## config.mk

```make
export PLATFORM = sky130hd
export DESIGN_NAME = modbus_frame_receive_check
export DESIGN_NICKNAME = d
export VERILOG_FILES = /design/src/design/mbrx_pkg.sv /design/src/design/mbrx_frame.sv /design/src/design/mbrx_out_reg.sv /design/src/design/modbus_frame_receive_check.sv
export SDC_FILE = /design/constraint.sdc
export NUM_CORES = 1
export LEC_CHECK = 0
export ABC_CLOCK_PERIOD_IN_PS = 5600
export BUFFER_PORTS_ARGS = -buffer_cell sky130_fd_sc_hd__buf_2
export CORE_MARGIN = 3
export CORE_UTILIZATION = 50
export DETAILED_ROUTE_END_ITERATION = 6
export MAX_ROUTING_LAYER = met4
export PLACE_DENSITY = 0.7
export SLEW_MARGIN = 20
export SYNTH_ARGS = -nofsm -noshare
export SYNTH_HDL_FRONTEND = slang
export SYNTH_SLANG_ARGS = --single-unit
```

## constraint.sdc

```tcl
create_clock -name clk -period 5.6 [get_ports clk]
set_input_delay 0.84 -clock clk [delete_from_list [all_inputs] [get_ports clk]]
set_output_delay 0.84 -clock clk [all_outputs]
set_load 0.005 [all_outputs]
```

## src/design/mbrx_pkg.sv

```systemverilog
`timescale 1ns / 1ps

package mbrx_pkg;

  // Frame length in bytes, address byte and both CRC bytes included.
  localparam logic [3:0] FRAME_LEN = 4'd7;

  // Byte positions within a frame (position 0 means idle).
  localparam logic [3:0] POS_IDLE     = 4'd0;
  localparam logic [3:0] POS_CRC_LAST = FRAME_LEN - 4'd3;
  localparam logic [3:0] POS_CRC_HIGH = FRAME_LEN - 4'd2;
  localparam logic [3:0] POS_LAST     = FRAME_LEN - 4'd1;
  localparam logic [3:0] POS_DATA_END = 4'd4;

  // CRC-16/MODBUS constants, reflected form.
  localparam logic [15:0] CRC_INIT = 16'hFFFF;
  localparam logic [15:0] CRC_POLY = 16'hA001;

  typedef logic [3:0] pos_t;

  // One finished frame summary.
  typedef struct packed {
    logic [15:0] crc_error_total;
    logic [7:0]  data_byte_c;
    logic [7:0]  data_byte_b;
    logic [7:0]  data_byte_a;
    logic        crc_good;
    logic [7:0]  function_code;
  } result_t;

  // Byte-wise CRC update: eight shift and conditional-xor steps.
  function automatic logic [15:0] crc_update(input logic [15:0] crc, input logic [7:0] b);
    logic [15:0] c;
    c = crc ^ {8'h00, b};
    for (int i = 0; i < 8; i++) begin
      if (c[0]) begin
        c = (c >> 1) ^ CRC_POLY;
      end else begin
        c = c >> 1;
      end
    end
    return c;
  endfunction

endpackage

```

## src/design/mbrx_frame.sv

```systemverilog
`timescale 1ns / 1ps

module mbrx_frame import mbrx_pkg::*; (
  input  logic       clk,
  input  logic       rst,
  input  logic [7:0] slave_address,
  input  logic       byte_valid,
  input  logic       byte_take,
  input  logic [7:0] rx_byte,
  output logic       result_hit,
  output result_t    result
);

  pos_t        byte_position;
  pos_t        byte_position_next;
  logic [15:0] running_crc;
  logic [15:0] running_crc_next;
  logic [7:0]  frame_bytes [4];
  logic [7:0]  crc_high_received;
  logic [15:0] error_tally;
  logic [15:0] error_tally_next;
  logic [15:0] crc_seed;
  logic [15:0] crc_stepped;
  logic        crc_match;

  // CRC update restarts from the initial value on the address byte.
  assign crc_seed    = (byte_position == POS_IDLE) ? CRC_INIT : running_crc;
  assign crc_stepped = crc_update(crc_seed, rx_byte);
  assign crc_match   = (running_crc == {crc_high_received, rx_byte});

  // The word in hand closes a frame when it lands on the last position.
  assign result_hit = byte_valid && (byte_position == POS_LAST);

  // Position, CRC and error count for the word in hand.
  always_comb begin
    byte_position_next = byte_position;
    running_crc_next   = running_crc;
    error_tally_next   = error_tally;
    if (byte_position == POS_IDLE) begin
      if (rx_byte == slave_address) begin
        byte_position_next = 4'd1;
        running_crc_next   = crc_stepped;
      end
    end else if (byte_position == POS_LAST) begin
      byte_position_next = POS_IDLE;
      running_crc_next   = CRC_INIT;
      if (!crc_match) begin
        error_tally_next = error_tally + 16'd1;
      end
    end else begin
      byte_position_next = byte_position + 4'd1;
      if (byte_position <= POS_CRC_LAST) begin
        running_crc_next = crc_stepped;
      end
    end
  end

  // Frame summary, valid when result_hit is high.
  always_comb begin
    result.function_code   = crc_match ? frame_bytes[0] : 8'h00;
    result.crc_good        = crc_match;
    result.data_byte_a     = frame_bytes[1];
    result.data_byte_b     = frame_bytes[2];
    result.data_byte_c     = frame_bytes[3];
    result.crc_error_total = error_tally_next;
  end

  // Control state.
  always_ff @(posedge clk) begin
    if (rst) begin
      byte_position     <= POS_IDLE;
      running_crc       <= CRC_INIT;
      crc_high_received <= 8'h00;
      error_tally       <= 16'h0000;
    end else if (byte_take) begin
      byte_position <= byte_position_next;
      running_crc   <= running_crc_next;
      error_tally   <= error_tally_next;
      if (byte_position == POS_CRC_HIGH) begin
        crc_high_received <= rx_byte;
      end
    end
  end

  // Frame bytes one to four, payload only.
  always_ff @(posedge clk) begin
    if (byte_take && (byte_position != POS_IDLE) && (byte_position <= POS_DATA_END)) begin
      frame_bytes[byte_position[1:0] - 2'd1] <= rx_byte;
    end
  end

endmodule

```

## src/design/mbrx_out_reg.sv

```systemverilog
`timescale 1ns / 1ps

module mbrx_out_reg import mbrx_pkg::*; (
  input  logic        clk,
  input  logic        rst,
  input  logic        load,
  input  result_t     result,
  output logic        busy,
  output logic        m_tvalid,
  input  logic        m_tready,
  output logic [47:0] m_tdata,
  output logic        m_tuser
);

  result_t held;

  // The register can take a new result when empty or being drained.
  assign busy = m_tvalid && !m_tready;

  always_ff @(posedge clk) begin
    if (rst) begin
      m_tvalid <= 1'b0;
    end else if (load) begin
      m_tvalid <= 1'b1;
    end else if (m_tready) begin
      m_tvalid <= 1'b0;
    end
  end

  always_ff @(posedge clk) begin
    if (load) begin
      held <= result;
    end
  end

  assign m_tdata = {held.crc_error_total, held.data_byte_c, held.data_byte_b,
                    held.data_byte_a, held.function_code};
  assign m_tuser = held.crc_good;

endmodule

```

## src/design/modbus_frame_receive_check.sv

```systemverilog
`timescale 1ns / 1ps

// Channel   | Direction | Contents
// ----------+-----------+---------------------------------------------------------
// s_        | in        | tdata[7:0] rx_byte
// m_        | out       | tdata function_code, data_byte_a/b/c, crc_error_total;
//           |           | tuser crc_good
// cfg_      | in        | cfg_wdata slave_address, written when cfg_we is high
//
// One word per cycle while the output is not stalled: each received word is held
// in the input register while the byte-wise CRC step, position update and frame
// check run, then the frame summary is loaded into the output register. Reset
// clears the position, CRC, error count and both valid flags; slave_address returns
// to 1. Only a frame-ending word waits for a stalled output; other words pass.

module modbus_frame_receive_check import mbrx_pkg::*; (
  input  logic        clk,
  input  logic        rst,
  input  logic        cfg_we,
  input  logic [7:0]  cfg_wdata,
  input  logic        s_tvalid,
  output logic        s_tready,
  input  logic [7:0]  s_tdata,   // [7:0] rx_byte
  output logic        m_tvalid,
  input  logic        m_tready,
  output logic [47:0] m_tdata,   // [7:0] function_code, [15:8] data_byte_a,
                                 // [23:16] data_byte_b, [31:24] data_byte_c,
                                 // [47:32] crc_error_total
  output logic        m_tuser    // [0] crc_good
);

  logic [7:0] slave_address;
  logic       in_valid;
  logic [7:0] in_byte;
  logic       result_hit;
  logic       out_busy;
  logic       advance;
  result_t    result;

  // Slave address register.
  always_ff @(posedge clk) begin
    if (rst) begin
      slave_address <= 8'd1;
    end else if (cfg_we) begin
      slave_address <= cfg_wdata;
    end
  end

  // The held word moves on unless it ends a frame and the output is stalled.
  assign advance  = in_valid && !(result_hit && out_busy);
  assign s_tready = !in_valid || advance;

  // Input register.
  always_ff @(posedge clk) begin
    if (rst) begin
      in_valid <= 1'b0;
    end else if (s_tready) begin
      in_valid <= s_tvalid;
    end
  end

  always_ff @(posedge clk) begin
    if (s_tvalid && s_tready) begin
      in_byte <= s_tdata;
    end
  end

  mbrx_frame u_frame (
    .clk           (clk),
    .rst           (rst),
    .slave_address (slave_address),
    .byte_valid    (in_valid),
    .byte_take     (advance),
    .rx_byte       (in_byte),
    .result_hit    (result_hit),
    .result        (result)
  );

  mbrx_out_reg u_out (
    .clk      (clk),
    .rst      (rst),
    .load     (advance && result_hit),
    .result   (result),
    .busy     (out_busy),
    .m_tvalid (m_tvalid),
    .m_tready (m_tready),
    .m_tdata  (m_tdata),
    .m_tuser  (m_tuser)
  );

endmodule
```

==> results.json, run 1 <==
{
  "status": "complete, no violations",
  "tritoncts": "done",
  "relSlewSlack_pct": 32.93,
  "hold_end": "m_tdata[17]$_DFFE_PP_",
  "finalCriticalPeriod_ns": 3.249,
  "setup-tns-final_ns": 0,
  "yosysUniqueCellTypes": 48,
  "cts_resized": 0,
  "antenna_found_initial": 0,
  "finalSetupViolCount": 0,
  "reg2reg_depth": 5,
  "reg2reg_to": "m_tdata[9]$_DFFE_PP_",
  "fin_crit_sh_pct": 58.02,
  "r2r_start": "u_frame.byte_position[0]$_SDFFE_PP0P_",
  "crit_buf_inv": 2,
  "placed_cells": 675,
  "cts_setup_buffers": 0,
  "grt_max_degree": 63,
  "cap_violations": 0,
  "synth_nets": 513,
  "die_x_um": 116.3,
  "antenna_left": 0,
  "r2r_slack_ns": 2.35,
  "async_flop_share_pct": 0,
  "rows": 39,
  "critical_path_required_ns": 5.64,
  "syn2layout_area_growth_pct": 16.50,
  "clock_sinks": 143,
  "slew_viol_final": 0,
  "synthTopCellsByArea": "edfxtp_1, dfxtp_1, xnor2_1",
  "syn_inst": 491,
  "layout_commonest_cell": "edfxtp_1",
  "vdd_ir_drop_max_mv": 0.1776,
  "viasPerCell": 5.221,
  "synth_seq_cells": 143,
  "path_delay_family": "buffers and inverters",
  "cts.clk_slew.worst_paths_ns": 0.06,
  "diodes": 0,
  "synth_edf_count": 89,
  "io_pins": 72,
  "place_congestion": 0.8624,
  "hold_depth": 0,
  "report.final.hold_viol_count": 0,
  "synth_area_um2": 6081,
  "grt_usage_pct": 18.73,
  "drt-total-wl_mm": 11.36,
  "die_h_um": 116.3,
  "vias": 3691,
  "tightest_slew_ns": 1.005,
  "synth_seq_area_share_pct": 61.73,
  "crit_path_max_incr_delay_ns": 0.83,
  "skew_ns": 0.01148,
  "ctsHoldBuffers": 0,
  "cts_max_level": 4,
  "port_buffers": 71,
  "worst-setup-path-type": "flip-flop to flip-flop",
  "die_area_um2": 13520,
  "grt_first_pass_wirelength_mm": 18.33,
  "dp_hpwl_mm": 7.821,
  "layout-drive-gt1-share_pct": 21.63,
  "final_cell_mix": "edfxtp_1, buf_2, nor2_1, xnor2_1, dfxtp_1",
  "clk_path_buf_depth": 2,
  "wire_per_inst_um": 16.06,
  "start_util_pct": 52.14,
  "core-area_um2": 11660,
  "cts_buffers": 17,
  "worstPathMaxFanout": 49,
  "cp_slowest_cell": "inv_2",
  "drc": 0,
  "hp-class": "flip-flop to flip-flop",
  "rsz0062_at_grt": "false",
  "first_pass_iters": 4,
  "cp_cell_sequence": "nor4bb_1 -> buf_4 -> a21boi_1 -> nand2_1 -> inv_2",
  "power.leakage_nw": 2.521,
  "final_cells": 707,
  "ys.flop_type": "edfxtp_1",
  "critPathCaptureType": "flip-flop",
  "crit_path_start_kind": "flip-flop",
  "syn_area_per_cell_um2": 12.38,
  "yosysTopAreaCellShare_pct": 43.95,
  "root_buffer": "clkbuf_16",
  "grt_overflow": 0,
  "synth_largest_area_cell": "edfxtp_1",
  "grt_pass1_vias": 3491,
  "ys_warn_count": 0,
  "worstSkewPairLatency_ns": 0.42,
  "drt_iter0_drc": 258,
  "worstHoldStart": "u_frame.frame_bytes[2][1]$_DFFE_PP_",
  "p_per_area_nw_per_um2": 338.0,
  "num-nets-final": 573,
  "cp_data_arrival_time_ns": 3.29,
  "fmax_ghz": 0.3078
}
## sequential cells by signal, summed over array words and instances (netlist names)
name and flops:
u_frame.byte_position 4, in_byte 8, u_out.m_tdata 24, in_valid 1, u_frame.error_tally 16, u_frame.running_crc 16, m_tdata 24, u_frame.frame_bytes 32
u_frame.crc_high_received 8, u_out.m_tvalid 1, u_out.m_tuser 1, slave_address 8
## per-stage QoR
step	hold WS (ns)	util [%]	setup WS, ns	total power [mW]	area, um2
after floorplan	0.4003	-	2.948	1.268	6081
after global placement	0.4023	55.50	2.356	1.293	6472
after detailed placement	0.4045	55.50	2.218	1.295	6472
after CTS	0.4181	60.59	2.360	2.412	7067
after global routing	0.4212	60.74	2.093	2.475	7084
final	0.4167	60.74	2.351	2.394	7084
## area by class of cell
type | instances | area, um2
Fill cell | 920 | 4578
Sequential cell | 143 | 3754
Multi-Input combinational cell | 307 | 2140
Clock buffer | 18 | 429.2
Timing Repair Buffer | 76 | 395.4
Tap cell | 143 | 178.9
Clock inverter | 14 | 165.2
Inverter | 6 | 22.52
## worst register-to-register path: cells and delay by family, from the launching register on
| family | cells | cell delay [ns] |
|---|---|---|
| AOI/OAI and AO/OA | 1 | 0.75 |
| buffers and inverters | 2 | 1.03 |
| DFF | 1 | 0.60 |
| and+or+nand+nor | 2 | 0.47 |
## power by group
group	switching, mW	internal [mW]	leakage [nW]
combinational	0.0552	0.0627	1.04
sequential	0.0272	1.13	1.20
clock	0.423	0.698	0.283
## per-layer routing
metal / share of wire [%] / vias up / global-route usage [%]
met5: 0 / - / -
met4: 1.3 / 0 / 7.270
met3: 3.9 / 9 / 5.233
met2: 47 / 74 / 27.65
met1: 47 / 1780 / 24.66
li1: - / 1828 / -
## worst max-delay path by stage
stage                     depth (start not counted)  slack [ns]                    end                                   from
final                                             5        2.35   m_tdata[9]$_DFFE_PP_  u_frame.byte_position[0]$_SDFFE_PP0P_
after global routing                              5        2.09   m_tdata[8]$_DFFE_PP_  u_frame.byte_position[0]$_SDFFE_PP0P_
after CTS                                         5        2.36  m_tdata[23]$_DFFE_PP_  u_frame.byte_position[0]$_SDFFE_PP0P_
after detailed placement                          5        2.22  m_tdata[23]$_DFFE_PP_                               m_tready
after global placement                            5        2.36  m_tdata[23]$_DFFE_PP_                               m_tready
after floorplan                                   4        2.95  m_tdata[10]$_DFFE_PP_                               m_tready
## cell usage after synthesis (2+ instances only)
cell type,number
nor2b_1,11
edfxtp_1,89
buf_4,7
mux2i_1,16
nor4_1,7
nand3_1,12
and3b_1,5
nand4_1,11
o21bai_1,6
xor2_1,18
buf_2,11
nor4_2,2
dfxtp_1,54
a211o_1,4
nor3_1,10
mux2_2,7
o21ai_0,7
a311oi_1,2
a21oi_1,6
buf_6,2
xnor2_1,58
a211oi_1,2
clkbuf_1,15
nor3b_1,2
and2_1,9
or3_1,2
inv_1,6
nor2_1,59
nand2_1,21
nand2b_1,8
xnor3_2,2
a31oi_1,4
## logic make-up (layout without fill, tap and decap cells)
| family | after synthesis | after routing | synth area share, % |
|---|---|---|---|
| and+or+nand+nor | 166 | 166 | 13.99 |
| DFF | 143 | 143 | 61.73 |
| xor gates and xnor gates | 80 | 80 | 12.49 |
| buffers and inverters | 41 | 114 | 3.436 |
| AOI/OAI and AO/OA | 37 | 37 | 4.218 |
| muxes | 23 | 23 | 3.930 |
| adders and majority gates | 1 | 1 | 0.2057 |
Note: power is estimated with default switching activity, not from simulation.
==> inputs of run 2 (changes only) <==
- ABC_CLOCK_PERIOD_IN_PS: 5600 -> 2850
- PLACE_DENSITY: 0.7 -> 0.73
- clock period: 5.6 -> 2.85 ns (I/O delays scaled with it)
==> run 2 against run 1 <==
Compared with the run above:
- first-iteration DRC count grew 33%
- sequential share of layout area down 1.4 points
- utilization increased by 1.7 points
- flip-flop and latch count unchanged
- critical path type unchanged
- critical endpoint is now u_frame.running_crc[10]$_SDFFE_PP1P_
- highest routed layer unchanged
==> results.json, run 2 (synthesis results as in run 1) <==
{
  "grt_use_met2_pct": 29.90,
  "die_area_um2": 13520,
  "start_util_pct": 52.14,
  "final_cell_mix": "edfxtp_1, buf_2, nor2_1, xnor2_1, dfxtp_1",
  "grtUsageMet1_pct": 24.24,
  "tightest_slew_ns": 0.8232,
  "hp-class": "input pin to flip-flop",
  "grt_usage_pct": 19.34,
  "fmax_ghz": 0.3832,
  "placed_cells": 692,
  "finalCriticalPeriod_ns": 2.610,
  "root_buffer": "clkbuf_16",
  "worstSkewPairLatency_ns": 0.41,
  "first_pass_iters": 5,
  "grtUsageMet3_pct": 5.337,
  "clk_path_buf_depth": 2,
  "grt_first_pass_wirelength_mm": 18.93,
  "final_cell_area_um2": 7282,
  "comb_power_share_pct": 5.2,
  "critical_path_required_ns": 3.15,
  "drc": 0,
  "core-area_um2": 11660,
  "layout_commonest_cell": "edfxtp_1",
  "p_seq_share_pct": 45.7,
  "switching_share_pct": 20.73,
  "antenna_left": 0,
  "antenna_found_initial": 0,
  "drt_iter0_drc": 344,
  "diodes": 0,
  "fill_cells": 865,
  "hold_depth": 1,
  "io_pins": 72,
  "grt-busiest-layer": "met2",
  "grt_overflow": 0,
  "fin_total_pwr_mw": 4.943,
  "vdd_ir_drop_max_mv": 0.3626,
  "reg2reg_depth": 7,
  "die_h_um": 116.3,
  "crit_path_start_kind": "flip-flop",
  "viasPerCell": 5.293,
  "vias": 3832,
  "setup-tns-final_ns": 0,
  "rows": 39,
  "cts_buffers": 17,
  "rsz0062_at_grt": "false",
  "critPathCaptureType": "flip-flop",
  "worstPathMaxFanout": 18,
  "largest_reg_flops": 32,
  "skew_ns": 0.009090,
  "wire_per_inst_um": 16.10,
  "power.leakage_nw": 2.651,
  "clock_sinks": 143,
  "fin_crit_sh_pct": 91.57,
  "die_x_um": 116.3,
  "num-nets-final": 590,
  "syn2layout_area_growth_pct": 19.75,
  "layout-drive-gt1-share_pct": 24.96,
  "port_buffers": 71,
  "cap_violations": 0,
  "grt_pass1_vias": 3724,
  "report.final.hold_viol_count": 0,
  "p_int_mw": 3.918,
  "cts_max_level": 4,
  "tritoncts": "done",
  "finalSetupViolCount": 0,
  "dp_hpwl_mm": 8.107,
  "slew_viol_final": 0,
  "clkPwrFrac_pct": 49.1,
  "place_congestion": 0.8556,
  "cts.clk_slew.worst_paths_ns": 0.06,
  "place_area_um2": 6606,
  "relSlewSlack_pct": 45.12,
  "cp_data_arrival_time_ns": 2.91,
  "grt_max_degree": 48,
  "cts_setup_buffers": 0,
  "final_cells": 724,
  "status": "complete, no violations",
  "p_per_area_nw_per_um2": 678.8,
  "worst-setup-path-type": "flip-flop to flip-flop",
  "drt-total-wl_mm": 11.66,
  "switchingPower_mw": 1.025
}
## run 2: cell types whose count changed in the layout (fill, tap and decap cells not counted), sizes merged
cell / delta
buf: +17
clkinv: -5
inv: +5
bufinv: +2
clkinvlp: -2
## run 2: cell type report
class | instances | area (um2) | share of cell area [%]
sequential | 143 | 3754 | 51.55
multi-input combinational | 307 | 2153 | 29.57
timing repair buffer | 93 | 520.5 | 7.148
clock buffer | 18 | 429.2 | 5.893
clock inverter | 14 | 224.0 | 3.076
tap | 143 | 178.9 | 2.457
inverter | 6 | 22.52 | 0.3093
## run 2: final timing paths
path / start / slack, ns / end
min: s_tdata[5] / 0.18 / in_byte[5]$_DFFE_PP_
min reg2reg: u_frame.frame_bytes[1][0]$_DFFE_PP_ / 0.42 / m_tdata[8]$_DFFE_PP_
max: in_byte[5]$_DFFE_PP_ / 0.24 / u_frame.running_crc[10]$_SDFFE_PP1P_
max reg2reg: in_byte[5]$_DFFE_PP_ / 0.24 / u_frame.running_crc[10]$_SDFFE_PP1P_
## run 2: timing repair
action	4_1_cts	5_1_grt
gates resized for setup	1	2
pin swaps	0	0
endpoints found under the setup margin	2	10
hold buffers	0	0
## run 2: power by group through the flow
stage | logic [mW] | clock network, mW | registers [mW]
5_1_grt | 0.283 | 2.56 | 2.26
6_report | 0.255 | 2.43 | 2.26
3_3_place_gp | 0.244 | 0 | 2.30
4_1_cts | 0.254 | 2.46 | 2.26
2_1_floorplan | 0.217 | 0 | 2.27
3_5_place_dp | 0.251 | 0 | 2.30
## run 2: per-layer routing
metal  routed length [um]  vias up
met5                    0        -
met4                  199        0
met3                  602       15
met2                 5750      111
met1                 5108     1837
li1                     -     1869
## run 2: metrics by stage
step	hold WS (ns)	utilization (%)	setup slack, ns
after floorplan	0.4003	-	0.3997
after global placement	0.4046	56.59	0.05824
after detailed placement	0.4045	56.65	-0.0007749
after CTS	0.1698	62.30	0.08664
after global routing	0.1606	62.44	0.03486
final	0.1847	62.44	0.2403
## run 2: critical path: stages (launching register included)
cell and delay (ns):
edfxtp_1 0.58, xor2_1 0.26, nor4_2 0.46, a2111o_1 0.30, and3_2 0.32, buf_4 0.25
nor2b_1 0.07, a211o_1 0.26
